[config.mk]
export PLATFORM = sky130hd
export DESIGN_NAME = text_escape_encoder_unit_flat
export DESIGN_NICKNAME = d
export VERILOG_FILES = /design/src/sv/tee_pkg.sv /design/src/sv/tee_req_if.sv /design/src/sv/tee_rsp_if.sv /design/src/sv/text_escape_encoder_unit.sv /design/src/sv/tee_encode.sv /design/src/sv/tee_burst.sv /design/src/flat_wrapper.sv
export SDC_FILE = /design/constraint.sdc
export NUM_CORES = 1
export LEC_CHECK = 0
export ABC_CLOCK_PERIOD_IN_PS = 8300
export BUFFER_PORTS_ARGS = -buffer_cell sky130_fd_sc_hd__buf_2
export CORE_ASPECT_RATIO = 1.1
export CORE_MARGIN = 5
export CORE_UTILIZATION = 53
export DETAILED_ROUTE_END_ITERATION = 8
export PLACE_DENSITY = 0.86
export SLEW_MARGIN = 20
export SYNTH_ARGS = -nofsm -noshare
export SYNTH_HDL_FRONTEND = slang
export SYNTH_SLANG_ARGS = --single-unit
[constraint.sdc]
create_clock -name clock -period 8.3 [get_ports clock]
set_input_delay 0.83 -clock clock [delete_from_list [all_inputs] [get_ports clock]]
set_output_delay 0.83 -clock clock [all_outputs]
set_load 0.05 [all_outputs]
[src/sv/tee_pkg.sv]
package tee_pkg;

   localparam int MAX_CAPACITY = 4096;
   localparam int CAP_W        = 13;
   localparam int BURST_LEN    = 7;
   localparam int BURST_CNT_W  = 3;

   localparam logic [CAP_W-1:0] CAP_RESET = CAP_W'(1024);
   localparam logic [CAP_W-1:0] CAP_MAX   = CAP_W'(MAX_CAPACITY);

   localparam logic [0:0] ADDR_OUTPUT_CAPACITY = 1'b0;

   localparam logic [7:0] CH_NUL    = 8'h00;
   localparam logic [7:0] CH_BSLASH = 8'h5C;
   localparam logic [7:0] CH_LBRACK = 8'h5B;
   localparam logic [7:0] CH_RBRACK = 8'h5D;
   localparam logic [7:0] CH_AMP    = 8'h26;
   localparam logic [7:0] CH_QUOTE  = 8'h22;
   localparam logic [7:0] CH_LT     = 8'h3C;
   localparam logic [7:0] CH_GT     = 8'h3E;
   localparam logic [7:0] CH_SEMI   = 8'h3B;
   localparam logic [7:0] CH_SPACE  = 8'h20;
   localparam logic [7:0] CH_TILDE  = 8'h7E;

   typedef struct packed {
      logic [BURST_LEN-1:0][7:0] chars;
      logic [BURST_LEN-1:0]      last;
      logic [BURST_CNT_W-1:0]    count;
   } burst_type;

   function automatic logic [7:0] hex_char(input logic [3:0] nib);
      logic [7:0] ch;
      if (nib < 4'd10) begin
         ch = 8'h30 + {4'b0, nib};
      end else begin
         ch = 8'h57 + {4'b0, nib};
      end
      return ch;
   endfunction

endpackage

[src/sv/tee_req_if.sv]
interface tee_req_if;
   logic       valid;
   logic       ready;
   logic [7:0] in_byte;
   logic       end_of_string;

   modport source (output valid, in_byte, end_of_string, input ready);
   modport sink   (input valid, in_byte, end_of_string, output ready);
endinterface

[src/sv/tee_rsp_if.sv]
interface tee_rsp_if;
   logic       valid;
   logic       ready;
   logic [7:0] out_char;
   logic       out_last;

   modport source (output valid, out_char, out_last, input ready);
   modport sink   (input valid, out_char, out_last, output ready);
endinterface

[src/sv/text_escape_encoder_unit.sv]
// Timing: the first result of an item is valid in the cycle after the item is accepted.
// Throughput: an item producing k results (0..7) holds the result port until all k are taken;
//   the next item is taken in the cycle the previous item's final result is taken,
//   so pass-through bytes stream at one item per cycle while rsp.ready stays high.
// Reset: synchronous, active high; clears count, stop flag and pending results,
//   capacity register returns to 1024.
module text_escape_encoder_unit
   import tee_pkg::*;
(
   input  logic        clock,
   input  logic        reset,
   tee_req_if.sink     req,
   tee_rsp_if.source   rsp,
   input  logic        psel,
   input  logic        penable,
   input  logic        pwrite,
   input  logic [0:0]  paddr,
   input  logic [31:0] pwdata,
   output logic [31:0] prdata,
   output logic        pready
);

   logic [CAP_W-1:0] capacity_ff, capacity_in;
   logic [CAP_W-1:0] eff_capacity;
   logic             accept;
   logic             can_load;
   burst_type        burst;

   assign pready = 1'b1;
   assign prdata = {{(32-CAP_W){1'b0}}, capacity_ff};

   always_comb begin
      capacity_in = capacity_ff;
      if (psel && penable && pwrite && paddr == ADDR_OUTPUT_CAPACITY) begin
         capacity_in = pwdata[CAP_W-1:0];
      end
   end

   always_ff @(posedge clock) begin
      if (reset) begin
         capacity_ff <= CAP_RESET;
      end else begin
         capacity_ff <= capacity_in;
      end
   end

   assign eff_capacity = (capacity_ff > CAP_MAX) ? CAP_MAX : capacity_ff;

   assign req.ready = can_load;
   assign accept    = req.valid && req.ready;

   tee_encode u_encode (
      .clock         (clock),
      .reset         (reset),
      .accept        (accept),
      .in_byte       (req.in_byte),
      .end_of_string (req.end_of_string),
      .capacity      (eff_capacity),
      .burst         (burst)
   );

   tee_burst u_burst (
      .clock    (clock),
      .reset    (reset),
      .load     (accept && burst.count != '0),
      .burst    (burst),
      .can_load (can_load),
      .rsp      (rsp)
   );

   a_last_is_nul: assert property (@(posedge clock) disable iff (reset)
      rsp.valid && rsp.out_last |-> rsp.out_char == CH_NUL)
      else $error("terminator item carries a nonzero character");

   a_eos_gives_result: assert property (@(posedge clock) disable iff (reset)
      req.valid && req.ready && req.end_of_string |=> rsp.valid)
      else $error("end of string accepted without a pending terminator");

   a_ready_when_empty: assert property (@(posedge clock) disable iff (reset)
      !rsp.valid |-> req.ready)
      else $error("input stalled while no result is pending");

endmodule

[src/sv/tee_encode.sv]
module tee_encode
   import tee_pkg::*;
(
   input  logic             clock,
   input  logic             reset,
   input  logic             accept,
   input  logic [7:0]       in_byte,
   input  logic             end_of_string,
   input  logic [CAP_W-1:0] capacity,
   output burst_type        burst
);

   logic [CAP_W-1:0] written_count_ff, written_count_in;
   logic             stopped_ff, stopped_in;

   logic [5:0][7:0]  buf_chars;
   logic [2:0]       n_chars;
   logic             expanded;
   logic             fit;
   logic [2:0]       emit_n;
   logic [CAP_W:0]   need_one;
   logic [CAP_W:0]   need_all;

   always_comb begin
      buf_chars = '0;
      expanded  = 1'b1;
      n_chars   = 3'd4;
      if (in_byte < CH_SPACE || in_byte > CH_TILDE ||
          in_byte == CH_LBRACK || in_byte == CH_RBRACK) begin
         buf_chars[0] = CH_BSLASH;
         buf_chars[1] = 8'h78;
         buf_chars[2] = hex_char(in_byte[7:4]);
         buf_chars[3] = hex_char(in_byte[3:0]);
      end else if (in_byte == CH_AMP) begin
         buf_chars = {8'h00, CH_SEMI, 8'h70, 8'h6D, 8'h61, CH_AMP};
         n_chars   = 3'd5;
      end else if (in_byte == CH_QUOTE) begin
         buf_chars = {CH_SEMI, 8'h74, 8'h6F, 8'h75, 8'h71, CH_AMP};
         n_chars   = 3'd6;
      end else if (in_byte == CH_LT) begin
         buf_chars = {8'h00, 8'h00, CH_SEMI, 8'h74, 8'h6C, CH_AMP};
      end else if (in_byte == CH_GT) begin
         buf_chars = {8'h00, 8'h00, CH_SEMI, 8'h74, 8'h67, CH_AMP};
      end else begin
         buf_chars[0] = in_byte;
         n_chars      = 3'd1;
         expanded     = 1'b0;
      end
   end

   assign need_one = {1'b0, written_count_ff} + (CAP_W+1)'(1);
   assign need_all = {1'b0, written_count_ff} + (CAP_W+1)'(n_chars)
                     + (CAP_W+1)'(expanded);
   assign fit      = !stopped_ff && (need_one < {1'b0, capacity})
                     && (need_all < {1'b0, capacity});
   assign emit_n   = fit ? n_chars : 3'd0;

   always_comb begin
      burst       = '0;
      burst.count = emit_n + BURST_CNT_W'(end_of_string);
      for (int i = 0; i < BURST_LEN; i++) begin
         if (i < 6 && BURST_CNT_W'(i) < emit_n) begin
            burst.chars[i] = buf_chars[i];
         end else if (BURST_CNT_W'(i) == emit_n && end_of_string) begin
            burst.chars[i] = CH_NUL;
            burst.last[i]  = 1'b1;
         end
      end
   end

   always_comb begin
      written_count_in = written_count_ff;
      stopped_in       = stopped_ff;
      if (accept) begin
         if (end_of_string) begin
            written_count_in = '0;
            stopped_in       = 1'b0;
         end else if (fit) begin
            written_count_in = written_count_ff + CAP_W'(n_chars);
         end else begin
            stopped_in = 1'b1;
         end
      end
   end

   always_ff @(posedge clock) begin
      if (reset) begin
         written_count_ff <= '0;
         stopped_ff       <= 1'b0;
      end else begin
         written_count_ff <= written_count_in;
         stopped_ff       <= stopped_in;
      end
   end

endmodule

[src/sv/tee_burst.sv]
module tee_burst
   import tee_pkg::*;
(
   input  logic      clock,
   input  logic      reset,
   input  logic      load,
   input  burst_type burst,
   output logic      can_load,
   tee_rsp_if.source rsp
);

   logic [BURST_LEN-1:0][7:0] chars_ff, chars_in;
   logic [BURST_LEN-1:0]      last_ff, last_in;
   logic [BURST_CNT_W-1:0]    rem_ff, rem_in;
   logic                      take;

   assign take     = (rem_ff != '0) && rsp.ready;
   assign can_load = (rem_ff == '0) || (rem_ff == BURST_CNT_W'(1) && rsp.ready);

   assign rsp.valid    = (rem_ff != '0);
   assign rsp.out_char = chars_ff[0];
   assign rsp.out_last = last_ff[0];

   always_comb begin
      chars_in = chars_ff;
      last_in  = last_ff;
      rem_in   = rem_ff;
      if (load) begin
         chars_in = burst.chars;
         last_in  = burst.last;
         rem_in   = burst.count;
      end else if (take) begin
         chars_in = {8'h00, chars_ff[BURST_LEN-1:1]};
         last_in  = {1'b0, last_ff[BURST_LEN-1:1]};
         rem_in   = rem_ff - BURST_CNT_W'(1);
      end
   end

   always_ff @(posedge clock) begin
      if (reset) begin
         rem_ff <= '0;
      end else begin
         rem_ff <= rem_in;
      end
   end

   always_ff @(posedge clock) begin
      chars_ff <= chars_in;
      last_ff  <= last_in;
   end

endmodule
[src/flat_wrapper.sv]
// flat-port wrapper written by rule: the top's interface ports become plain ports
module text_escape_encoder_unit_flat import tee_pkg::*;
  (clock, reset, psel, penable, pwrite, paddr, pwdata, prdata, pready, req_valid, req_in_byte, req_end_of_string, req_ready, rsp_valid, rsp_out_char, rsp_out_last, rsp_ready);
  tee_req_if req_i ();
  tee_rsp_if rsp_i ();
  input  logic clock;
  input  logic reset;
  input  logic psel;
  input  logic penable;
  input  logic pwrite;
  input  logic [0:0] paddr;
  input  logic [31:0] pwdata;
  output logic [31:0] prdata;
  output logic pready;
  input wire logic [$bits(req_i.valid)-1:0] req_valid;
  input wire logic [$bits(req_i.in_byte)-1:0] req_in_byte;
  input wire logic [$bits(req_i.end_of_string)-1:0] req_end_of_string;
  output wire logic [$bits(req_i.ready)-1:0] req_ready;
  output wire logic [$bits(rsp_i.valid)-1:0] rsp_valid;
  output wire logic [$bits(rsp_i.out_char)-1:0] rsp_out_char;
  output wire logic [$bits(rsp_i.out_last)-1:0] rsp_out_last;
  input wire logic [$bits(rsp_i.ready)-1:0] rsp_ready;
  assign req_i.valid = req_valid;
  assign req_i.in_byte = req_in_byte;
  assign req_i.end_of_string = req_end_of_string;
  assign req_ready = req_i.ready;
  assign rsp_valid = rsp_i.valid;
  assign rsp_out_char = rsp_i.out_char;
  assign rsp_out_last = rsp_i.out_last;
  assign rsp_i.ready = rsp_ready;
  text_escape_encoder_unit u_core (.clock(clock), .reset(reset), .req(req_i), .rsp(rsp_i), .psel(psel), .penable(penable), .pwrite(pwrite), .paddr(paddr), .pwdata(pwdata), .prdata(prdata), .pready(pready));
endmodule
### Word-level counts from Yosys, hierarchy flattened

Index checks and enable logic that the tools add are counted.

* register bits after elaboration: 85
* input bits: 49
* output and inout port bits: 44
* word-level logic and storage cells: 128

* add/sub/neg operators: 10
* magnitude comparators: 13
* equal/unequal tests: 14
* mux-type cells: 50
* bitwise gates (word level): 1
* reduce and logical (&&, ||, !) cells: 29

Operators by type and width (count)
* $mux W48: 5
* $mux W8: 9
* $mux W13: 3
* $eq A8 B6 Y1 const B: 4
* $mux W32: 1
* $lt A14 B13 Y1: 2
* $mux W3: 8
* $mux W22: 1
* $mux W1: 20
* $add A7 B4 Y8 const A: 2
* $eq A8 B7 Y1 const B: 2
* $logic_and A1 B1 Y1: 16
* $mux W16: 1
* $add A13 B1 Y14 const B: 1
* $add A13 B3 Y14: 1
* $add A14 B1 Y14: 1
* $add A6 B4 Y7 const A: 2
* $mux W7: 2
* $add A13 B3 Y13: 1
* $gt A13 B13 Y1 const B: 1
* $eq A3 B3 Y1 const A: 3
* $gt A8 B7 Y1 const B: 1
* $lt A4 B4 Y1 const B: 2
* $lt A8 B6 Y1 const B: 1
* other kinds (16): 27

### Depth between registers and ports, before layout

Gate-level depths: netlist of run 1.

* depth after elaboration: 16
* depth in mapped cells: 31

### Hierarchy

A second synthesis of run 1 with hierarchy kept.

* cell total of the unflattened synthesis: 683
* area, all modules: 6685.2 µm²

By module, submodules not included
* tee_encode: instances 1, cells each 420, area an instance 2940.3 µm²
* tee_burst: instances 1, cells each 168, area an instance 2892.8 µm²
* text_escape_encoder_unit: instances 1, cells each 95, area an instance 852.1 µm²

### Least setup slack after synthesis of run 1

OpenSTA, ideal clock, no wires.

* path kind: input -> register
* start point: input req_in_byte[1]
* end point: register u_core.u_burst.chars_ff[10] (netlist name), enable pin
* setup time: 0.532 ns
* arrival: 6.425 ns
* data required time: 7.768 ns
* path slack: 1.344 ns
* stages: 29
* path buffers: 3
* cell sequence: inv_1 ha_1 mux2i_1 nor2_1 nor4_2 nand3_2 nand2_1 inv_1 fa_1 inv_1 fa_1 a21o_1 nand2_1 nor2_1 nand2_1 xnor2_1 ha_1 a2111oi_0 nand4b_2 or2_1 buf_6 nor2_1 ha_1 nand2_1 o41ai_2 a21oi_2 buf_6 buf_6 nand2_1

* longest elaborated chain between the ends: 15

RTL lines
* start: declaration: line flat_wrapper.sv:16 `input wire logic [$bits(req_i.in_byte)-1:0] req_in_byte;`
* $eq A8 B6 Y1: line tee_encode.sv:42 `end else if (in_byte == CH_GT) begin`
* $mux W3: line tee_encode.sv:42
* $mux W3: line tee_encode.sv:40 `end else if (in_byte == CH_LT) begin`
* $mux W3: line tee_encode.sv:37 `end else if (in_byte == CH_QUOTE) begin`
* $mux W3: line tee_encode.sv:34 `end else if (in_byte == CH_AMP) begin`
* $mux W3: line tee_encode.sv:28 `if (in_byte < CH_SPACE || in_byte > CH_TILDE ||`
* $add A13 B3 Y14: line tee_encode.sv:52 `assign need_all = {1'b0, written_count_ff} + (CAP_W+1)'(n_chars)`
* $add A14 B1 Y14: line tee_encode.sv:53 `+ (CAP_W+1)'(expanded);`
* $lt A14 B13 Y1: line tee_encode.sv:55 `&& (need_all < {1'b0, capacity});`
* $logic_and A1 B1 Y1: line tee_encode.sv:55
* $mux W3 (*): line tee_encode.sv:56 `assign emit_n = fit ? n_chars : 3'd0;`
* $add A3 B1 Y3 (*): line tee_encode.sv:60 `burst.count = emit_n + BURST_CNT_W'(end_of_string);`
* $reduce_bool A3 Y1 (*): line text_escape_encoder_unit.sv:65 `.load (accept && burst.count != '0),`
* $logic_and A1 B1 Y1 (*): line text_escape_encoder_unit.sv:65
* $reduce_bool A2 Y1 (no line) (*)
* end signal: assignment: line tee_burst.sv:48 `chars_ff <= chars_in;`
* end: declaration: line tee_burst.sv:12 `logic [BURST_LEN-1:0][7:0] chars_ff, chars_in;`

Mark *: on every way between the ends. The rest lies on a longest branch, timed or not.
A chain may end at the register's enable or synchronous reset.

### Worst setup path in the final report of run 1

* start point: input req_in_byte[1]
* end point: register u_core.u_burst.chars_ff[44] (netlist name), enable pin

The elaborated chain is that of the path after synthesis.

==> flow_summary.ini, run 1 <==
[outcome]
outcome = finished clean

[clocking]
post_cts_resize_count = 0
cts_made_buffers = 9
ctsHtreeMaxLevel = 3
cts_stage_hold_buffer_count = 0
cts_tree = yes
cts.sink_count = 70
clockBufferDepth = 2
cts.reportedPaths.clkPinSlew_ps = 80
post_cts.repair.setup_buffers = 0
cts.root.buffer_cell = clkbuf_8
insertion_delay_ps = 370

[pwr]
vdd_ir_drop_max_uv = 140
totalPowerFinal_mw = 1.53
power.leakage_nw = 2.29
power-per-cell-area_nw_per_um2 = 279

[die]
fp.coreArea_um2 = 9400
floorplan.die.height_um = 113
die-width_um = 104
num_io_pins = 93
initial_core_utilization_pct = 54.4
std_cell_rows = 37
total_die_area_um2 = 11700

[hold_path]
timing.hold.worst.class = register to register

[synth]
postSynth.topFlopCell = edfxtp_1
synth.avg_cell_area_um2 = 9.12
synth_edf_count = 40
asyncSetResetFlopFracSynth_pct = 0
part_of_the_yosys_area_used_for_sequential_elements_pct = 35.2
syn_inst = 561
syn_area_um2 = 5110
ys_warn_count = 0
synth-seq-cells = 70
synth_cell_type_count = 66

[placement]
dp.cells = 702
place_hpwl_mm = 8.97
gp_routability_congestion = 0.957
area_after_detailed_placement_um2 = 5300
port_buffers = 53

[critical_path]
critical_path.startpoint_type = input port
crit_path_top_delay_cell = a21oi_4
worstSetupEndpointType = register
crit_buf_inv = 6
path_class = input port to register
critical-path-top-delay-family = simple AND/OR/NAND/NOR gates
timing.critical_path.slowest_cell_delay_ps = 640
cp.required_ps = 8410
timing.critical_path.fanout_max = 40
arrival_ps = 7050

[grt]
grt_first_pass_wirelength_mm = 19.6
grt_antenna_before_repair = 0
grtUsageTotal_pct = 20.0
grt_max_degree = 41
grt_overflow = 0
grt_pass1_vias = 4184

[final_layout]
finish.net_count = 689
drive_gt1_share_pct = 18.3
layout-area-overhead-vs-synth_pct = 7.12
non_filler_instances = 718
insertedDiodeCount = 0
final_util_pct = 58.3
final_cell_area_um2 = 5480

[timing]
fmaxAchievable_mhz = 144
timing_hold_violations_final = 0
min_period_ps = 6940
finalMaxSlewViolations = 0
fin_worst_skew_ps = 9.83
layout_worst_path_cycle_share_pct = 83.7
rsz0062_at_grt = no
setup_tns_after_final_layout_ps = 0
maxSlewHeadroom_pct = 46.3
setup_viol_count_final = 0
timing_worst_slew_pin_value_ps = 804

[route]
wl_mm = 12.1
via_per_inst = 5.94
avgRoutedWirePerCell_um = 16.9
initialDrtViolationCount = 217
ant_nets = 0
drt_pre_antenna_iters = 4
detailroute.via_count = 4267
post-route-drc-count = 0

[job]
maxCapViolations = 0
## per-stage QoR
step,worst slack [ps],hold WS [ps]
after floorplan,1340,433
after global placement,1110,459
after detailed placement,1000,470
after CTS,1370,481
after global routing,870,508
final,1360,480
## cell families (layout without fill, tap and decap cells)
logic type                 after synthesis  count (layout)  share of synthesized area, %
DFF                                     70              70                          35.2
xor gates and xnor gates                24              24                          4.11
muxes                                   14              14                          3.01
adders and majority gates               44              44                          11.2
other                                    2              21                         0.147
and+or+nand+nor                        199             199                          19.5
buffers and inverters                   81             102                          9.27
AOI/OAI and AO/OA                      127             127                          17.5
## routing by layer
metal / GRT usage (%) / routed length (um) / up-vias
li1: - / - / 2041
met1: 22.8 / 4840 / 2055
met2: 36.6 / 6310 / 142
met3: 3.25 / 588 / 29
met4: 9.07 / 400 / 0
met5: 0 / 0 / -
## tightest hold or removal path: cells and delay by family (launching register included)
kind               cells  cell delay [ps]
DFF                    1              330
and+or+nand+nor        1               60
AOI/OAI and AO/OA      1               50
## final cells by class
type,count,area [um2]
clock inverter,7,50.0
inverter,23,86.3
tap,117,146
sequential,70,1800
fill,823,3920
clock buffer,9,124
multi-input combinational,429,2920
timing repair buffer,63,353
## state kept, by name, indices dropped and copies added (netlist names)
register	flops
u_core.u_burst.rem_ff	3
u_core.u_burst.last_ff	7
u_core.u_burst.chars_ff	25
u_core.u_encode.written_count_ff	13
u_core.u_burst.rsp.out_char	8
u_core.u_encode.stopped_ff	1
u_core.capacity_ff	13
## cell usage after synthesis, types with 4 or more instances
cell | instances | area share (%)
a211oi_1 | 4 | 0.59
a21o_1 | 10 | 1.5
a21oi_1 | 42 | 4.1
a22o_1 | 10 | 1.7
buf_2 | 10 | 0.98
buf_4 | 30 | 4.4
buf_6 | 6 | 1.3
clkbuf_1 | 10 | 0.73
dfxtp_1 | 30 | 12
edfxtp_1 | 40 | 23
ha_1 | 41 | 10
inv_1 | 23 | 1.7
mux2_2 | 11 | 2.4
nand2_1 | 73 | 5.4
nand3_1 | 10 | 0.98
nand4_1 | 5 | 0.61
nand4b_1 | 5 | 0.86
nor2_1 | 49 | 3.6
nor3_1 | 8 | 0.78
nor4_1 | 6 | 0.73
o21ai_0 | 24 | 2.3
o2bb2ai_1 | 4 | 0.69
o31ai_1 | 5 | 0.73
o41ai_1 | 5 | 0.86
or3_1 | 7 | 0.86
or4_1 | 6 | 0.88
xnor2_1 | 10 | 1.7
xor2_1 | 14 | 2.4
## final timing paths
check / start / to / slack (ps) / depth (start not counted)
max reg2reg: u_core.u_encode.written_count_ff[0]$_SDFFE_PP0P_ / u_core.u_burst.chars_ff[44]$_SDFFCE_PP0P_ / 2820 / 21
min reg2reg: u_core.capacity_ff[2]$_SDFFE_PP0P_ / u_core.capacity_ff[2]$_SDFFE_PP0P_ / 480 / 2
max: req_in_byte[1] / u_core.u_burst.chars_ff[44]$_SDFFCE_PP0P_ / 1360 / 30
min: u_core.capacity_ff[2]$_SDFFE_PP0P_ / u_core.capacity_ff[2]$_SDFFE_PP0P_ / 480 / 2
## power by group
group          leakage [nW]  total [mW]  switching [mW]  internal (mW)
Sequential            0.641       0.599          0.0455          0.553
Combinational          1.57       0.672           0.441          0.231
Clock                0.0816       0.257           0.148          0.109
## layout by cell type, fill, tap and decap left out, drive strengths merged, types with 9 or more instances in the layout
cell / synthesis / routed
xnor2: 10 / 10
o21ai: 24 / 24
nor3: 10 / 10
mux2: 11 / 11
dfxtp: 30 / 30
nand2: 73 / 73
buf: 48 / 63
inv: 23 / 24
conb: 2 / 21
nor2: 50 / 50
edfxtp: 40 / 40
ha: 41 / 41
a22o: 10 / 10
nand3: 12 / 12
a21oi: 44 / 44
clkbuf: 10 / 9
a21o: 10 / 10
xor2: 14 / 14
Power figures use the tool's default switching activity.
==> inputs of run 2 (changes only) <==
--- a/config.mk
+++ b/config.mk
@@ -5,7 +5,7 @@
 export SDC_FILE = /design/constraint.sdc
 export NUM_CORES = 1
 export LEC_CHECK = 0
-export ABC_CLOCK_PERIOD_IN_PS = 8300
+export ABC_CLOCK_PERIOD_IN_PS = 6700
 export BUFFER_PORTS_ARGS = -buffer_cell sky130_fd_sc_hd__buf_2
 export CORE_ASPECT_RATIO = 1.1
 export CORE_MARGIN = 5
==> constraint.sdc (replaced) <==
create_clock -name clock -period 6.7 [get_ports clock]
set_input_delay 0.67 -clock clock [delete_from_list [all_inputs] [get_ports clock]]
set_output_delay 0.67 -clock clock [all_outputs]
set_load 0.05 [all_outputs]
==> flow_summary.ini, run 2 (synthesis results as in run 1) <==
[timing]
rsz0062_at_grt = no
fin_worst_skew_ps = 8.03
finalMaxSlewViolations = 0
maxSlewHeadroom_pct = 56.7
fmaxAchievable_mhz = 159
timing_hold_violations_final = 0
worst_hold_margin_ps = 470
min_period_ps = 6290
setup_tns_after_final_layout_ps = 0
timing_worst_slew_pin_value_ps = 642
layout_worst_path_cycle_share_pct = 93.8
setup_viol_count_final = 0

[die]
num_io_pins = 93
total_die_area_um2 = 11700
std_cell_rows = 37
die-width_um = 104
fp.coreArea_um2 = 9400
floorplan.die.height_um = 113
initial_core_utilization_pct = 54.4

[critical_path]
crit_path_top_delay_cell = fa_1
timing.critical_path.fanout_max = 31
reg2reg_depth = 21
path_class = input port to register
cp.required_ps = 6820
arrival_ps = 6400
worstSetupEndpointType = register
critical_path.startpoint_type = input port
timing.critical_path.slowest_cell_delay_ps = 380

[outcome]
outcome = finished clean

[clocking]
cts.sink_count = 70
insertion_delay_ps = 360
cts.root.buffer_cell = clkbuf_8
clockBufferDepth = 2
cts_tree = yes
cts_made_buffers = 9
ctsHtreeMaxLevel = 3
cts.reportedPaths.clkPinSlew_ps = 80

[final_layout]
drive_gt1_share_pct = 18.7
commonest_cells_after_routing_fill_and_taps_aside = nand2_1 (72), buf_2 (53), nor2_1 (47)
largest_regs = u_core.u_burst.chars_ff x25, u_core.capacity_ff x13, u_core.u_encode.written_count_ff x13
insertedDiodeCount = 0
layout-area-overhead-vs-synth_pct = 8.25
finish.net_count = 692
top_register = u_core.u_burst.chars_ff
largest_reg_flops = 25
final.fill_count = 825
layout.cells.most_common = nand2_1

[placement]
gp_routability_congestion = 0.936
place_hpwl_mm = 9.05
port_buffers = 53

[grt]
grt_max_degree = 41
grtUsageTotal_pct = 20.3
grt_antenna_before_repair = 0
grt_pass1_vias = 4202
grt_overflow = 0
grt_first_pass_wirelength_mm = 20.1

[route]
avgRoutedWirePerCell_um = 16.7
drt_pre_antenna_iters = 7
ant_nets = 0
detailroute.via_count = 4280
via_per_inst = 5.94
post-route-drc-count = 0
wl_mm = 12.1
initialDrtViolationCount = 222

[pwr]
power.leakage_nw = 2.32
power-per-cell-area_nw_per_um2 = 347
vdd_ir_drop_max_uv = 175

[hold_path]
timing.hold.worst.class = register to register
hold_depth = 2

[job]
maxCapViolations = 0
[run 2: layer usage]
layer  routed length (um)  global-route usage, %  up-vias
li1                     -                      -     2046
met1                 4680                   23.9     2038
met2                 6320                   36.5      165
met3                  744                   3.59       31
met4                  319                   8.20        0
met5                    0                      0        -
[run 2: per-stage QoR]
stage | std cells | power [mW] | setup WS [ps] | utilization, % | cell area, um2
floorplan | 580 | 1.43 | 310 | - | 5190
global placement | 705 | 1.56 | 152 | 56.8 | 5340
detailed placement | 705 | 1.59 | -60.2 | 56.8 | 5340
CTS | 721 | 1.92 | 280 | 58.8 | 5520
global route | 721 | 2.02 | 63.4 | 58.9 | 5540
finish | 721 | 1.92 | 414 | 58.9 | 5540
[run 2: worst max-delay path, delay by kind of cell]
family	cells	cell delay [ps]
AND/OR/NAND/NOR	11	1910
adder cells (fa/ha/maj)	5	1410
AO/OA/AOI/OAI	5	950
buffers and inverters	5	770
multiplexers	2	490
XOR/XNOR	1	190
[run 2: final timing paths]
kind	from	to	slack (ps)
worst max register to register	u_core.u_encode.written_count_ff[0]$_SDFFE_PP0P_	u_core.u_burst.chars_ff[11]$_DFFE_PP_	1660
worst min register to register	u_core.capacity_ff[5]$_SDFFE_PP0P_	u_core.capacity_ff[5]$_SDFFE_PP0P_	470
worst max-delay path	req_in_byte[1]	u_core.u_burst.chars_ff[11]$_DFFE_PP_	410
worst min-delay path	u_core.capacity_ff[5]$_SDFFE_PP0P_	u_core.capacity_ff[5]$_SDFFE_PP0P_	470
[run 2: timing repair]
action	4_1_cts	5_1_grt
hold buffers	0	0
gates resized for setup	0	3
buffers inserted	0	0
endpoints found under the setup margin	0	19
[run 2: final cells by class]
class	instances	area (um2)	share of cell area (%)
multi-input combinational	429	2930	53.0
sequential	70	1800	32.5
timing repair buffer	66	388	7.01
tap	117	146	2.64
clock buffer	11	131	2.37
inverter	23	86.3	1.56
clock inverter	5	50.0	0.904
[run 2: power by group]
group	switching, mW	leakage, nW	total, mW	internal [mW]
Combinational	0.548	1.59	0.842	0.294
Clock	0.169	0.0884	0.338	0.169
Sequential	0.0546	0.641	0.740	0.685
Total	0.771	2.32	1.92	1.15
==> inputs of run 3 (changes only) <==
--- a/config.mk
+++ b/config.mk
@@ -5,13 +5,14 @@
 export SDC_FILE = /design/constraint.sdc
 export NUM_CORES = 1
 export LEC_CHECK = 0
+export ABC_AREA = 1
 export ABC_CLOCK_PERIOD_IN_PS = 6700
 export BUFFER_PORTS_ARGS = -buffer_cell sky130_fd_sc_hd__buf_2
 export CORE_ASPECT_RATIO = 1.1
 export CORE_MARGIN = 5
-export CORE_UTILIZATION = 53
+export CORE_UTILIZATION = 45
 export DETAILED_ROUTE_END_ITERATION = 8
-export PLACE_DENSITY = 0.86
+export PLACE_DENSITY = 0.77
 export SLEW_MARGIN = 20
 export SYNTH_ARGS = -nofsm -noshare
 export SYNTH_HDL_FRONTEND = slang
==> flow_summary.ini, run 3 <==
[clocking]
cts.sink_count = 70
cts_made_buffers = 9
post_cts_resize_count = 0
ctsHtreeMaxLevel = 3
insertion_delay_ps = 340
cts.reportedPaths.clkPinSlew_ps = 60
cts.root.buffer_cell = clkbuf_16
post_cts.repair.setup_buffers = 0
clockBufferDepth = 2
cts_tree = yes
cts_stage_hold_buffer_count = 0

[grt]
grt_antenna_before_repair = 0
grt_max_degree = 41
grtUsageTotal_pct = 16.6
grt_pass1_vias = 4111
grt_first_pass_wirelength_mm = 18.7
grt_overflow = 0

[final_layout]
finish.net_count = 835
final.fill_count = 1097
commonest_cells_after_routing_fill_and_taps_aside = nand2_1 (162), inv_1 (90), nor2_1 (80)
largest_regs = u_core.u_burst.chars_ff x25, u_core.capacity_ff x13, u_core.u_encode.written_count_ff x13
layout.cells.most_common = nand2_1
final_cell_area_um2 = 5780
top_register = u_core.u_burst.chars_ff
insertedDiodeCount = 0
drive_gt1_share_pct = 15.3
layout-area-overhead-vs-synth_pct = 10.8
largest_reg_flops = 25

[placement]
area_after_detailed_placement_um2 = 5500
place_hpwl_mm = 8.77
port_buffers = 53
gp_routability_congestion = 0.942
preCtsSetupSlack_ps = 430

[timing]
layout_worst_path_cycle_share_pct = 87.9
rsz0062_at_grt = no
timing_hold_violations_final = 0
timing_worst_slew_pin_value_ps = 504
fmaxAchievable_mhz = 170
setup_tns_after_final_layout_ps = 0
fin_worst_skew_ps = 9.23
worst_slack_ps = 810
min_period_ps = 5890
setup_viol_count_final = 0
maxSlewHeadroom_pct = 66.4
finalMaxSlewViolations = 0

[synth]
postSynth.topFlopCell = edfxtp_1
ys_warn_count = 0
synth-seq-cells = 70
syn_inst = 694
syn_area_um2 = 5220
part_of_the_yosys_area_used_for_sequential_elements_pct = 34.5
synth_cell_type_count = 46
leading_cell_types_by_total_area_after_synthesis = edfxtp_1 (23%), nand2_1 (12%), dfxtp_1 (12%)
post-synth-top-area-cell = edfxtp_1
synth_common_cells = nand2_1 (162), inv_1 (90), nor2_1 (80), o21ai_0 (49), ha_1 (41)
synth_most_common_cell = nand2_1
asyncSetResetFlopFracSynth_pct = 0
post-synth-top-area-fraction_pct = 23.0
synth_edf_count = 40
synth.avg_cell_area_um2 = 7.52

[die]
total_die_area_um2 = 13900
num_io_pins = 93
die-width_um = 113
initial_core_utilization_pct = 45.6
floorplan.die.height_um = 123
fp.coreArea_um2 = 11400
std_cell_rows = 41

[hold_path]
holdCritStartpoint = u_core.u_burst.rem_ff[1]$_SDFFE_PP0P_
timing.hold.worst.class = register to register
timing.hold.worst_endpoint = u_core.u_burst.rem_ff[1]$_SDFFE_PP0P_
hold_depth = 2

[route]
initialDrtViolationCount = 227
via_per_inst = 4.86
drt_pre_antenna_iters = 7
wl_mm = 11.3
ant_nets = 0
post-route-drc-count = 0
avgRoutedWirePerCell_um = 12.6
detailroute.via_count = 4363

[job]
maxCapViolations = 0

[critical_path]
crit_buf_inv = 8
reg2reg_depth = 24
timing.critical_path.fanout_max = 25
critical-path-top-delay-family = simple AND/OR/NAND/NOR gates
crit_path_top_delay_cell = fa_1
critical-path-top-cell-by-count = nand2_1
timing.critical_path.slowest_cell_delay_ps = 460
cp.required_ps = 6750
path_class = input port to register
r2r_setup_slack_ps = 2090
worst_r2r_endpoint = u_core.u_burst.chars_ff[16]$_DFFE_PP_
arrival_ps = 5940
critical_path.reg2reg.startpoint = u_core.u_encode.written_count_ff[0]$_SDFFE_PP0P_
critical_path.startpoint_type = input port
worstSetupEndpointType = register

[pwr]
power-per-cell-area_nw_per_um2 = 325
vdd_ir_drop_max_uv = 148
power.leakage_nw = 2.87

[outcome]
outcome = finished clean
[run 3: worst max path at each step]
stage,start,to,cells past startpoint
floorplan,req_in_byte[0],u_core.u_burst.chars_ff[10]$_DFFE_PP_,33
global placement,req_in_byte[0],u_core.u_burst.chars_ff[16]$_DFFE_PP_,35
detailed placement,req_in_byte[0],u_core.u_burst.chars_ff[16]$_DFFE_PP_,35
CTS,req_in_byte[0],u_core.u_burst.chars_ff[16]$_DFFE_PP_,35
global route,req_in_byte[1],u_core.u_burst.last_ff[1]$_DFFE_PP_,35
finish,req_in_byte[0],u_core.u_burst.chars_ff[16]$_DFFE_PP_,35
[run 3: through the flow]
step	cells	power (mW)	util (%)	hold slack, ps
2_1_floorplan	713	1.32	-	456
4_1_cts	897	1.90	50.6	503
5_1_grt	897	2.00	50.6	523
3_3_place_gp	881	1.41	48.0	474
6_report	897	1.88	50.6	502
3_5_place_dp	881	1.43	48.0	491
[run 3: where the power goes]
part,internal [mW],leakage (nW),switching (mW)
registers,0.666,0.637,0.0472
logic,0.193,2.10,0.514
clock network,0.258,0.135,0.205
total,1.12,2.87,0.766
[run 3: final cells by class]
type                       instances  area [um2]  area share [%]
timing repair buffer              58         303            5.24
clock buffer                       9         225            3.89
clock inverter                     7        61.3            1.06
sequential                        70        1800            31.2
inverter                          97         367            6.34
multi-input combinational        506        2840            49.1
tap                              150         188            3.25
[run 3: worst register-to-register path: cells and delay by family (launching register included)]
family,cells,cell delay (ps)
AND/OR/NAND/NOR,11,1410
buffers and inverters,4,570
flip-flops,1,440
XOR/XNOR,1,230
AO/OA/AOI/OAI,4,570
adder cells (fa/ha/maj),4,1120
[run 3: per-layer routing]
| metal | part of all wire, % | GRT usage, % | up-vias |
|---|---|---|---|
| met5 | 0 | 0 | - |
| met2 | 51 | 30.7 | 83 |
| met4 | 1.6 | 4.88 | 0 |
| li1 | - | - | 2277 |
| met1 | 42 | 19.3 | 1989 |
| met3 | 4.7 | 3.57 | 14 |
[run 3: cell families after synthesis]
logic type               after synthesis  share of synthesized area [%]
AO/OA/AOI/OAI                         95                           9.80
AND/OR/NAND/NOR                      321                           27.9
flip-flops                            70                           34.5
other                                  2                          0.144
adder cells (fa/ha/maj)               44                           11.0
XOR/XNOR                              25                           4.19
buffers and inverters                137                           12.5
